`src/hdl/spq_pkg.sv`:
```
package spq_pkg;

	localparam int PRIO_BITS = 16;
	localparam int TAG_BITS  = 16;

	localparam logic REQ_JOIN  = 1'b0;
	localparam logic REQ_LEAVE = 1'b1;

	localparam logic [1:0] STATUS_OK    = 2'd0;
	localparam logic [1:0] STATUS_EMPTY = 2'd1;
	localparam logic [1:0] STATUS_FULL  = 2'd2;

	typedef struct packed {
		logic                 req_type;
		logic [TAG_BITS-1:0]  value_tag;
		logic [PRIO_BITS-1:0] prio_in;
	} req_t;

	typedef struct packed {
		logic [1:0]          status;
		logic [TAG_BITS-1:0] left_value;
		logic                head_valid;
		logic [TAG_BITS-1:0] head_value;
		logic [4:0]          entry_count;
	} rsp_t;

	// broadcast to every cell of the chain
	typedef struct packed {
		logic                 upd;
		logic                 is_join;
		logic [PRIO_BITS-1:0] prio;
	} cmd_t;

endpackage

```
`src/hdl/spq_cell.sv`:
```
module spq_cell #(
	parameter int VALUE_BITS = 16
) (
	input  logic                          clk,
	input  logic                          arst_n,
	input  spq_pkg::cmd_t                 cmd,
	input  logic [VALUE_BITS-1:0]         new_val,
	input  logic                          left_keep,
	input  logic                          left_vld,
	input  logic [spq_pkg::PRIO_BITS-1:0] left_prio,
	input  logic [VALUE_BITS-1:0]         left_val,
	input  logic                          right_vld,
	input  logic [spq_pkg::PRIO_BITS-1:0] right_prio,
	input  logic [VALUE_BITS-1:0]         right_val,
	output logic                          keep,
	output logic                          vld,
	output logic [spq_pkg::PRIO_BITS-1:0] prio,
	output logic [VALUE_BITS-1:0]         val,
	output logic                          nxt_vld,
	output logic [VALUE_BITS-1:0]         nxt_val
);

	logic                          vld_q;
	logic [spq_pkg::PRIO_BITS-1:0] prio_q;
	logic [VALUE_BITS-1:0]         val_q;
	logic [spq_pkg::PRIO_BITS-1:0] nxt_prio;

	// strictly lower priority stays ahead of the new entry
	assign keep = vld_q && (prio_q < cmd.prio);

	always_comb begin
		nxt_vld  = vld_q;
		nxt_prio = prio_q;
		nxt_val  = val_q;
		if (cmd.upd) begin
			if (cmd.is_join) begin
				if (keep) begin
					nxt_vld = vld_q;
				end else if (left_keep) begin
					nxt_vld  = 1'b1;
					nxt_prio = cmd.prio;
					nxt_val  = new_val;
				end else begin
					nxt_vld  = left_vld;
					nxt_prio = left_prio;
					nxt_val  = left_val;
				end
			end else begin
				nxt_vld  = right_vld;
				nxt_prio = right_prio;
				nxt_val  = right_val;
			end
		end
	end

	always_ff @(posedge clk or negedge arst_n) begin
		if (!arst_n) begin
			vld_q <= 1'b0;
		end else begin
			vld_q <= nxt_vld;
		end
	end

	always_ff @(posedge clk) begin
		prio_q <= nxt_prio;
		val_q  <= nxt_val;
	end

	assign vld  = vld_q;
	assign prio = prio_q;
	assign val  = val_q;

endmodule

```
`src/hdl/sorted_priority_queue_top.sv`:
```
// Sorted priority queue of CAPACITY entries held in a chain of cells in
// ascending priority order, cell 0 at the head; among equal priorities the
// newest join leaves first. One transaction (join or leave) is taken every
// cycle and its response is held in the response register. Every cell compares
// its own priority with the joining one in parallel and then keeps, takes the
// new entry or shifts from a neighbor, so the cycle is set by one 16-bit
// compare and a four-way select per cell. The request side stalls only while
// a response waits and the response side stalls. A join on a full queue is
// dropped with status 2, a leave on an empty queue gives status 1.
module sorted_priority_queue_top #(
	parameter int CAPACITY   = 16,
	parameter int VALUE_BITS = 16
) (
	input  logic          clk,
	input  logic          arst_n,
	input  logic          req_valid,
	output logic          req_stall,
	input  spq_pkg::req_t req,
	output logic          rsp_valid,
	input  logic          rsp_stall,
	output spq_pkg::rsp_t rsp
);

	localparam int CW = $clog2(CAPACITY + 1);

	logic                          c_keep [CAPACITY];
	logic                          c_vld  [CAPACITY];
	logic [spq_pkg::PRIO_BITS-1:0] c_prio [CAPACITY];
	logic [VALUE_BITS-1:0]         c_val  [CAPACITY];
	logic                          c_nvld [CAPACITY];
	logic [VALUE_BITS-1:0]         c_nval [CAPACITY];
	logic [CAPACITY-1:0]           vld;

	spq_pkg::cmd_t         cmd;
	logic [VALUE_BITS-1:0] new_val;
	logic                  req_acc;
	logic                  full;
	logic                  empty;
	logic [CW-1:0]         cnt_q;
	logic [CW-1:0]         cnt_nxt;
	logic                  rsp_valid_q;
	spq_pkg::rsp_t         rsp_q;

	assign full    = vld[CAPACITY-1];
	assign empty   = !vld[0];
	assign req_stall = rsp_valid_q && rsp_stall;
	assign req_acc = req_valid && !req_stall;
	assign new_val = VALUE_BITS'(req.value_tag);

	always_comb begin
		cmd.is_join = (req.req_type == spq_pkg::REQ_JOIN);
		cmd.prio    = req.prio_in;
		cmd.upd     = req_acc && (cmd.is_join ? !full : !empty);
	end

	genvar i;
	generate
		for (i = 0; i < CAPACITY; i++) begin : g_cell
			logic                          l_keep;
			logic                          l_vld;
			logic [spq_pkg::PRIO_BITS-1:0] l_prio;
			logic [VALUE_BITS-1:0]         l_val;
			logic                          r_vld;
			logic [spq_pkg::PRIO_BITS-1:0] r_prio;
			logic [VALUE_BITS-1:0]         r_val;

			if (i == 0) begin : g_first
				// head cell: the new entry lands here unless this cell stays
				assign l_keep = 1'b1;
				assign l_vld  = 1'b0;
				assign l_prio = '0;
				assign l_val  = '0;
			end else begin : g_mid
				assign l_keep = c_keep[i-1];
				assign l_vld  = c_vld[i-1];
				assign l_prio = c_prio[i-1];
				assign l_val  = c_val[i-1];
			end

			if (i == CAPACITY - 1) begin : g_last
				assign r_vld  = 1'b0;
				assign r_prio = '0;
				assign r_val  = '0;
			end else begin : g_inner
				assign r_vld  = c_vld[i+1];
				assign r_prio = c_prio[i+1];
				assign r_val  = c_val[i+1];
			end

			spq_cell #(
				.VALUE_BITS(VALUE_BITS)
			) u_cell (
				.clk       (clk),
				.arst_n    (arst_n),
				.cmd       (cmd),
				.new_val   (new_val),
				.left_keep (l_keep),
				.left_vld  (l_vld),
				.left_prio (l_prio),
				.left_val  (l_val),
				.right_vld (r_vld),
				.right_prio(r_prio),
				.right_val (r_val),
				.keep      (c_keep[i]),
				.vld       (c_vld[i]),
				.prio      (c_prio[i]),
				.val       (c_val[i]),
				.nxt_vld   (c_nvld[i]),
				.nxt_val   (c_nval[i])
			);

			assign vld[i] = c_vld[i];
		end
	endgenerate

	always_comb begin
		cnt_nxt = cnt_q;
		if (cmd.upd) begin
			if (cmd.is_join) begin
				cnt_nxt = cnt_q + CW'(1);
			end else begin
				cnt_nxt = cnt_q - CW'(1);
			end
		end
	end

	always_ff @(posedge clk or negedge arst_n) begin
		if (!arst_n) begin
			cnt_q       <= '0;
			rsp_valid_q <= 1'b0;
		end else begin
			cnt_q <= cnt_nxt;
			if (req_acc) begin
				rsp_valid_q <= 1'b1;
			end else if (!rsp_stall) begin
				rsp_valid_q <= 1'b0;
			end
		end
	end

	always_ff @(posedge clk) begin
		if (req_acc) begin
			if (cmd.is_join) begin
				rsp_q.status     <= full ? spq_pkg::STATUS_FULL : spq_pkg::STATUS_OK;
				rsp_q.left_value <= '0;
			end else begin
				rsp_q.status     <= empty ? spq_pkg::STATUS_EMPTY : spq_pkg::STATUS_OK;
				rsp_q.left_value <= empty ? '0 : spq_pkg::TAG_BITS'(c_val[0]);
			end
			rsp_q.head_valid  <= c_nvld[0];
			rsp_q.head_value  <= c_nvld[0] ? spq_pkg::TAG_BITS'(c_nval[0]) : '0;
			rsp_q.entry_count <= 5'(cnt_nxt);
		end
	end

	assign rsp_valid = rsp_valid_q;
	assign rsp       = rsp_q;

`ifndef SYNTHESIS
	a_count_matches: assert property (@(posedge clk) disable iff (!arst_n)
		$countones(vld) == cnt_q)
		else $error("entry count differs from occupied cells");

	a_packed_front: assert property (@(posedge clk) disable iff (!arst_n)
		((vld >> 1) & ~vld) == '0)
		else $error("occupied cells not packed toward the head");

	a_head_order: assert property (@(posedge clk) disable iff (!arst_n)
		vld[1] |-> (c_prio[0] <= c_prio[1]))
		else $error("head cell out of priority order");

	a_join_grows: assert property (@(posedge clk) disable iff (!arst_n)
		(req_acc && cmd.is_join && !full) |=> (cnt_q == CW'($past(cnt_q) + CW'(1))))
		else $error("accepted join did not add an entry");
`endif

endmodule
```
`config.mk`:
```
export PLATFORM = sky130hd
export DESIGN_NAME = sorted_priority_queue_top
export DESIGN_NICKNAME = d
export VERILOG_FILES = /design/src/hdl/spq_pkg.sv /design/src/hdl/spq_cell.sv /design/src/hdl/sorted_priority_queue_top.sv
export SDC_FILE = /design/constraint.sdc
export NUM_CORES = 1
export LEC_CHECK = 0
export BUFFER_PORTS_ARGS = -buffer_cell sky130_fd_sc_hd__buf_2
export CAP_MARGIN = 20
export CORE_ASPECT_RATIO = 0.5
export CORE_UTILIZATION = 35
export CTS_BUF_LIST = sky130_fd_sc_hd__clkbuf_2
export DETAILED_ROUTE_END_ITERATION = 7
export PLACE_DENSITY_LB_ADDON = 0.05
export SETUP_SLACK_MARGIN = 0.1
export SLEW_MARGIN = 20
export SYNTH_ARGS = -nofsm -noshare
export SYNTH_HDL_FRONTEND = slang
export SYNTH_HIERARCHICAL = 1
export SYNTH_SLANG_ARGS = --single-unit
```
`constraint.sdc`:
```
create_clock -name clk -period 3.8 [get_ports clk]
set_clock_uncertainty 0.2 [all_clocks]
set_input_delay 0.19 -clock clk [delete_from_list [all_inputs] [get_ports clk]]
set_output_delay 0.19 -clock clk [all_outputs]
set_load 0.05 [all_outputs]
```
## After elaboration in Yosys (flattened, before gate mapping)

Cells that the tools add are included.

- Register bits: 574
- Bits in latches: 0
- Bits in writable memories: 0
- Memory bits (read-only): 0
- Input bits: 37
- Output and inout bits: 42
- Word-level logic and storage cells: 278
- Memories: 0

- Add/sub/neg operators: 2
- Multiply operators: 0
- Divide/modulo/power cells: 0
- Order comparisons: 16
- Equality and inequality tests: 17
- Shifts and indexed selects: 0
- Multiplexer cells: 150
- Bitwise operators: 0
- Reduce and logical (&&, ||, !) cells: 38

Operator list:

| kind | count |
|---|---|
| 2-to-1 mux 16 bit | 94 |
| less-than comparator 16 bit | 16 |
| 2-to-1 mux 1 bit | 52 |
| AND reduction 2 bit | 17 |
| != test 2 bit, second input constant | 16 |
| logical AND 1 bit | 19 |
| 2-to-1 mux 18 bit | 1 |
| 2-to-1 mux 5 bit | 2 |
| adder 5 x 1 -> 5 bit, second input constant | 1 |
| subtractor 5 x 1 -> 5 bit, second input constant | 1 |
| logical NOT 1 bit | 2 |
| 2-to-1 mux 2 bit | 1 |
| != test 2 x 1 -> 1 bit, second input constant | 1 |

## Logic depth before layout (Yosys ltp)

Gate-level depths: netlist of run 1.

- Depth after elaboration: 5
- Depth in mapped cells: 14
- Depth with buffers taken out: 11

## Modules after synthesis

Netlist of run 1, hierarchy kept.

Modules (own cells, without submodules):

| module | instances | cells an instance | area each (sq um) | sequential area each (sq um) |
|---|---|---|---|---|
| spq_cell at g_cell[0].u_cell ... | 9 | 226 | 2135.8 | 825.8 |
| spq_cell at g_cell[3].u_cell ... | 7 | 313 | 2570.0 | 825.8 |
| sorted_priority_queue_top | 1 | 115 | 1810.5 | 1351.3 |

## Worst setup path before layout of run 1

No wires, ideal clock.

- Path type: reg2reg
- From: register rsp_valid_q, in the netlist rsp_valid
- To: register g_cell[3].u_cell.prio_q, in the netlist g_cell[3].u_cell/prio[0] (enable)
- Library setup time: 414 ps
- Arrival: 3162 ps
- Required time: 3186 ps
- Setup slack: 24 ps
- Cell stages (with the launch flop): 7
- Path buffers: 2
- Clock period less this slack: 3776 ps
- Path through: dfrtp_1 a21bo_1 or3_1 buf_6 inv_1 clkbuf_1 a21boi_0

RTL lines:

| item | line | source |
|---|---|---|
| from (decl) | sorted_priority_queue_top.sv:41 | `logic rsp_valid_q;` |
| from (signal assigned) | sorted_priority_queue_top.sv:130 | `rsp_valid_q <= 1'b0;` |
| from (signal assigned) | sorted_priority_queue_top.sv:134 | `rsp_valid_q <= 1'b1;` |
| from (signal assigned) | sorted_priority_queue_top.sv:136 | `rsp_valid_q <= 1'b0;` |
| to (signal assigned) | spq_cell.sv:65 | `prio_q <= nxt_prio;` |
| to (decl) | spq_cell.sv:24 | `logic [spq_pkg::PRIO_BITS-1:0] prio_q;` |

==> summary.txt, run 1 <==
CTS
  • Worst skew pair latency: 1.47 ns
  • CTS tree: built
  • Clk buf depth: 3
  • Clock root buffer: clkbuf_2
  • Clock Sink Count: 574
  • H-tree Lvls: 4
  • Clock transition at the registers of the reported paths: 0.12 ns
  • Total CTS buffers: 155

Die
  • Die Y-Extent: 238 um
  • I/O pin cnt: 79
  • Die area: 0.113 mm^2
  • DIE WIDTH: 474 um
  • Core Area: 0.110 mm^2
  • Initial Utilization: 35.4%
  • Site row count: 86

Timing
  • Max Clk Rate: 275 MHz
  • Setup_tns: 0 ns
  • Tmin final: 3.64 ns
  • Final setup viols: 0
  • Max-slew violations: 0
  • RSZ-0062 raised after global routing: false
  • Worst slew margin: 24.6%
  • Final period utilization: 95.8%
  • Final Hold Vio Count: 0
  • Slew @ Worst Pin: 1.13 ns

Routing
  • Remaining DRCs: 0
  • DR iter-0 viols: 2,468
  • DR pass1 iterations: 6
  • Total wire length: 120,000 um
  • Vias: 32,900
  • Post-route ant nets: 0
  • Vias per cell: 5.31
  • Routed WL per cell: 19.4 um

Hold path
  • Worst Hold Launch: req[32]
  • Hold Path Class: input port to register

Synth
  • Mapped cell area: 0.0390 mm^2
  • Mapped Avg Cell Area: 8.99 um^2
  • Mapped Cells: 4,339
  • Synth warn: 6

Critical path
  • CP max FO: 33
  • Slowest cell on the critical path: dlygate4sd3_1
  • Crit-path cells: dlygate4sd3_1, buf_2, dlygate4sd3_1, buf_4, inv_1, ha_1, nand4_1, nor3_1, a31oi_1, nand2_2, clkinv_1, buf_12, mux2i_1, dlygate4sd3_1, nor2_1, a221o_1
  • RR Startpoint: g_cell[11].u_cell/prio[15]$_DFFE_PP_
  • Setup crit end kind: register
  • Critical path arrival: 4.81 ns
  • Most used cell, CP: dlygate4sd3_1
  • Worst Path Required: 4.97 ns
  • Crit path launch type: input port
  • Beginning of the critical path: req[9]
  • CP peak stage delay: 0.90 ns
  • Critical path type: input port to register

Final layout
  • Fillers: 11,300
  • Final #Nets: 4,862
  • Final instance area: 0.0441 mm^2
  • Share of cells above drive strength 1: 12.7%
  • P&R area growth vs syn: 13.0%

GRT
  • Largest net degree at the start of global routing: 163
  • Initial antenna violation count: 5
  • First-pass GRT wire length: 190,000 um
  • Total track usage: 21.1%
  • Congestion Overflow GR: 0
  • Vias in the first global route: 32,300

Place
  • GP Congestion: 0.810
  • Buffers on Ports: 78
  • Post-place instance area: 0.0414 mm^2
  • Post-DP HPWL: 83,700 um

Pwr
  • Power Density: 553 mW/mm^2
  • Leak: 20.2 nW
  • Max rail drop VDD: 0.305 mV
  • Tot Pwr: 0.0244 W

Run
  • Max_cap viols: 0

Run status
  • Status: finished, final reports clean
[critical path, delay by kind of cell]
family / cells / cell delay [ns]
and+or+nand+nor: 4 / 0.36
AOI/OAI and AO/OA: 2 / 0.69
muxes: 1 / 0.20
buffers and inverters: 8 / 3.02
adders and majority gates: 1 / 0.31
[cell type report]
type / instances / area [um^2] / area share [%]
Antenna cell: 6 / 15.0 / 0.0340
Clock buffer: 234 / 1170 / 2.66
Clock inverter: 28 / 185 / 0.420
Inverter: 326 / 1250 / 2.83
Multi-Input combinational cell: 3182 / 22000 / 50.0
Sequential cell: 574 / 14600 / 33.0
Tap cell: 1496 / 1870 / 4.24
Timing Repair Buffer: 342 / 3020 / 6.84
[placed cells by master (no fill, tap or decap), types with 160 or more instances in the layout]
| cell | instances |
|---|---|
| and3_1 | 160 |
| mux2i_1 | 513 |
| dfxtp_1 | 256 |
| a21oi_1 | 346 |
| edfxtp_1 | 296 |
| nand2_1 | 297 |
| nor2_1 | 425 |
| clkbuf_2 | 234 |
| nand3_1 | 240 |
| ha_1 | 241 |
| inv_1 | 317 |
[where the power goes]
| part | internal, W | total, W | switching (W) | leakage, nW |
|---|---|---|---|---|
| Combinational | 0.00423 | 0.00921 | 0.00498 | 14.0 |
| Clock | 0.00181 | 0.00468 | 0.00287 | 1.07 |
| Sequential | 0.00865 | 0.0105 | 0.00186 | 5.09 |
| Total | 0.0147 | 0.0244 | 0.00971 | 20.2 |
[state kept, by name (all words and copies together) (netlist names)]
register,flops
g_cell.u_cell/prio,256
g_cell.u_cell/val,256
rsp,40
g_cell.u_cell/vld,16
cnt_q,5
rsp_valid,1
[routing by layer]
metal	vias up	track usage [%]	wire length, um
li1	16500	-	-
met1	15500	34.1	66300
met2	782	28.1	46000
met3	157	2.94	6050
met4	0	5.76	1720
met5	-	0	0
[through the flow]
stage	setup slack [ns]	hold slack, ns	utilization, %	std cells
2_1_floorplan	0.439	-0.306	-	4404
3_3_place_gp	0.325	0.0784	37.5	5791
3_5_place_dp	0.360	0.0816	37.5	5792
4_1_cts	0.140	0.0120	39.7	6159
5_1_grt	0.0778	0.172	40.0	6185
6_report	0.160	0.251	40.0	6188
[final timing paths]
kind / depth (start not counted) / endpoint / slack (ns)
min reg2reg: 1 / g_cell[15].u_cell/val[13]$_DFF_P_ / 0.29
min: 4 / rsp[38]$_SDFFCE_PN0P_ / 0.25
max: 16 / g_cell[13].u_cell/val[11]$_DFF_P_ / 0.16
min in group asynchronous: 6 / cnt_q[4]$_DFF_PN0_ / 0.74
max in group asynchronous: 6 / g_cell[10].u_cell/vld$_DFF_PN0_ / 2.42
max reg2reg: 12 / g_cell[12].u_cell/val[14]$_DFF_P_ / 0.27
[repair_timing]
action	CTS	global route
setup buffers	0	17
setup endpoints to repair	0	88
gates resized for setup	0	18
endpoints found under the hold margin	860	33
hold buffers	105	10
Note: power is estimated with default switching activity, not from simulation.
==> run 2, diff against run 1 <==
--- a/config.mk
+++ b/config.mk
@@ -10,11 +10,11 @@
 export CORE_ASPECT_RATIO = 0.5
 export CORE_UTILIZATION = 35
 export CTS_BUF_LIST = sky130_fd_sc_hd__clkbuf_2
+export CTS_CLUSTER_DIAMETER = 50
 export DETAILED_ROUTE_END_ITERATION = 7
 export PLACE_DENSITY_LB_ADDON = 0.05
 export SETUP_SLACK_MARGIN = 0.1
 export SLEW_MARGIN = 20
 export SYNTH_ARGS = -nofsm -noshare
 export SYNTH_HDL_FRONTEND = slang
-export SYNTH_HIERARCHICAL = 1
 export SYNTH_SLANG_ARGS = --single-unit
==> summary.txt, run 2 <==
Run status
  • Status: finished, final reports clean

Routing
  • Vias: 23,800
  • Routed WL per cell: 20.6 um
  • Post-route ant nets: 0
  • DR iter-0 viols: 1,672
  • Vias per cell: 5.35
  • Remaining DRCs: 0
  • DR pass1 iterations: 5
  • Total wire length: 91,600 um

Critical path
  • Beginning of the critical path: g_cell[2].u_cell.prio[2]$_DFFE_PP_
  • Most used cell, CP: buf_4
  • Setup crit end kind: register
  • CP peak stage delay: 0.65 ns
  • Slowest cell on the critical path: dlygate4sd3_1
  • RR Startpoint: g_cell[2].u_cell.prio[2]$_DFFE_PP_
  • Critical path type: register to register
  • Crit-path cells: ha_1, a211o_1, a31oi_1, o31ai_1, buf_4, a211o_2, dlygate4sd3_1, buf_4, nor2_2, nor2_4, buf_12
  • Critical Path Sink: g_cell[2].u_cell.prio[4]$_DFFE_PP_
  • Worst Path Required: 4.73 ns
  • Worst R2R Path Depth: 11
  • FF-to-FF setup slack: 0.23 ns
  • Critical path arrival: 4.50 ns
  • CP max FO: 32
  • Crit path launch type: register
  • R2R Path End: g_cell[2].u_cell.prio[4]$_DFFE_PP_

Synth
  • Synth top area share: 49.9%
  • Mapped Avg Cell Area: 11.2 um^2
  • Largest cells by area after synthesis: edfxtp_1, ha_1, mux2i_1, a221o_1, o21ai_0
  • Simple-gate share of the synthesized area: 10.5%
  • Seq/Total Area, Yosys: 52.7%
  • Mapped cell area: 0.0322 mm^2
  • Flip-flop and latch count after synthesis: 574
  • Count leader, synth: edfxtp_1
  • Asr flop ratio synth: 3.83%
  • Synth warn: 0
  • Cell taking the most area after synthesis: edfxtp_1
  • Post-synth EDFFs: 536
  • Synth Area in Compound Gates: 16.1%
  • XOR/XNOR Fraction of Synth Area: 0.136%
  • Main synth FF type: edfxtp_1
  • Most frequent cells after synthesis: edfxtp_1, nand2_1, o21ai_0
  • Largest family of logic cells by synthesized area: compound AO/OA/AOI/OAI gates
  • Mapped Cells: 2,882
  • Cell variety after synth: 57
  • Syn nets: 3,148
  • Mux contribution to synthesized area: 7.96%
  • Adder-cell area share of the yosys netlist: 8.92%

Die
  • Site row count: 78
  • I/O pin cnt: 79
  • Die area: 0.0934 mm^2
  • DIE WIDTH: 431 um
  • Core Area: 0.0910 mm^2
  • Initial Utilization: 35.4%
  • Die Y-Extent: 217 um

Timing
  • Final period utilization: 93.9%
  • Final Hold Vio Count: 0
  • Tmin final: 3.57 ns
  • RSZ-0062 raised after global routing: false
  • Slew @ Worst Pin: 1.06 ns
  • Setup_tns: 0 ns
  • Max-slew violations: 0
  • Worst slew margin: 29.3%
  • Final setup viols: 0
  • Max Clk Rate: 280 MHz

CTS
  • Worst skew pair latency: 1.45 ns
  • Clock Sink Count: 574
  • Total CTS buffers: 148
  • Clock transition at the registers of the reported paths: 0.11 ns
  • CTS tree: built
  • Clk buf depth: 3
  • H-tree Lvls: 4
  • Clock root buffer: clkbuf_2

GRT
  • Initial antenna violation count: 2
  • Largest net degree at the start of global routing: 212
  • Vias in the first global route: 24,700
  • First-pass GRT wire length: 145,000 um
  • Congestion Overflow GR: 0
  • Total track usage: 19.7%

Pwr
  • Reg power frac: 45.7%
  • Tot Pwr: 0.0207 W
  • Logic pwr share: 31.6%
  • Max rail drop VDD: 0.229 mV
  • Clock Power Share: 22.7%
  • Switching fraction of total power: 36.5%
  • Power Density: 562 mW/mm^2
  • Leak: 15.2 nW
  • Int Power: 0.0131 W
  • NetSw: 0.00756 W

Final layout
  • Commonest non-fill, non-tap cells in the layout: edfxtp_1, nand2_1, o21ai_0
  • P&R area growth vs syn: 14.3%
  • Final #Nets: 3,361
  • Commonest non-fill, non-tap cell in the layout: edfxtp_1
  • Share of cells above drive strength 1: 15.0%

Place
  • Buffers on Ports: 78
  • GP Congestion: 0.775
  • Post-DP HPWL: 63,400 um

Run
  • Max_cap viols: 0

Hold path
  • Hold Path Class: input port to register
run 2: cell count changes in the layout (fill, tap and decap cells not counted), moves of 181 or more:
cell,before,now
inv_1,317,36
a21oi_1,346,86
mux2i_1,513,255
dfxtp_1,256,16
edfxtp_1,296,536
nand3_1,240,23
o21ai_0,132,319
nor2_1,425,244
run 2: worst min path at each step:
stage / start / end / slack, ns / cells after the start
finish: req[9] / g_cell[0].u_cell.prio[9]$_DFFE_PP_ / 0.26 / 5
global route: req[6] / g_cell[13].u_cell.prio[6]$_DFFE_PP_ / 0.19 / 6
CTS: rsp_stall / rsp[3]$_DFFE_PP_ / 0.02 / 5
detailed placement: arst_n / cnt_q[4]$_DFF_PN0_ / 0.03 / 1
global placement: arst_n / cnt_q[4]$_DFF_PN0_ / 0.02 / 1
floorplan: arst_n / cnt_q[0]$_DFF_PN0_ / -0.31 / 0
run 2: critical path, delay by kind of cell, from the launching register on:
kind            cells  cell delay [ns]
flops               1             0.46
compound gates      4             0.93
buf+inv             4             1.17
simple gates        2             0.18
fa+ha+maj           1             0.32
run 2: layer usage:
| metal | vias up | global-route usage, % | wire length (um) |
|---|---|---|---|
| met1 | 11800 | 29.3 | 47500 |
| met2 | 362 | 29.2 | 39600 |
| met3 | 122 | 3.16 | 2980 |
| met4 | 0 | 6.24 | 1540 |
| met5 | - | 0 | 0 |
| li1 | 11500 | - | - |
run 2: cells by family after synthesis:
kind of cell | Yosys count
flip-flops | 574
AO/OA/AOI/OAI | 744
adder cells (fa/ha/maj) | 229
AND/OR/NAND/NOR | 809
XOR/XNOR | 5
buffers and inverters | 265
multiplexers | 256
run 2: area by class of cell:
| class | instances | area [um^2] |
|---|---|---|
| repair buffers | 290 | 2550 |
| fillers | 8988 | 54100 |
| flip-flops and latches | 574 | 17000 |
| multi-input cells | 2043 | 14200 |
| diodes | 3 | 7.51 |
| clock buffers | 237 | 1190 |
| clock inverters | 27 | 208 |
| well taps | 1240 | 1550 |
| inverters | 38 | 143 |
run 2: timing repair:
action,4_1_cts,5_1_grt
endpoints found under the hold margin,1084,16
setup buffers,0,2
setup endpoints to repair,0,9
gates resized for setup,0,1
hold buffers,99,1
run 2: power by group through the flow:
stage	logic (W)	registers, W	clock network, W
3_3_place_gp	0.00617	0.00965	0
3_5_place_dp	0.00631	0.00962	0
6_report	0.00655	0.00945	0.00470
4_1_cts	0.00650	0.00949	0.00491
5_1_grt	0.00729	0.00960	0.00520
2_1_floorplan	0.00439	0.00947	0
run 2: metrics by stage:
step / std cells / setup slack [ns] / hold slack (ns) / utilization, % / area, um^2
detailed placement: 4077 / 0.170 / 0.0291 / 37.6 / 34200
floorplan: 2882 / 0.160 / -0.306 / - / 32300
global route: 4450 / 0.110 / 0.189 / 40.5 / 36800
global placement: 4077 / 0.187 / 0.0223 / 37.6 / 34200
finish: 4452 / 0.231 / 0.258 / 40.5 / 36800
CTS: 4440 / 0.168 / 0.0216 / 40.3 / 36600
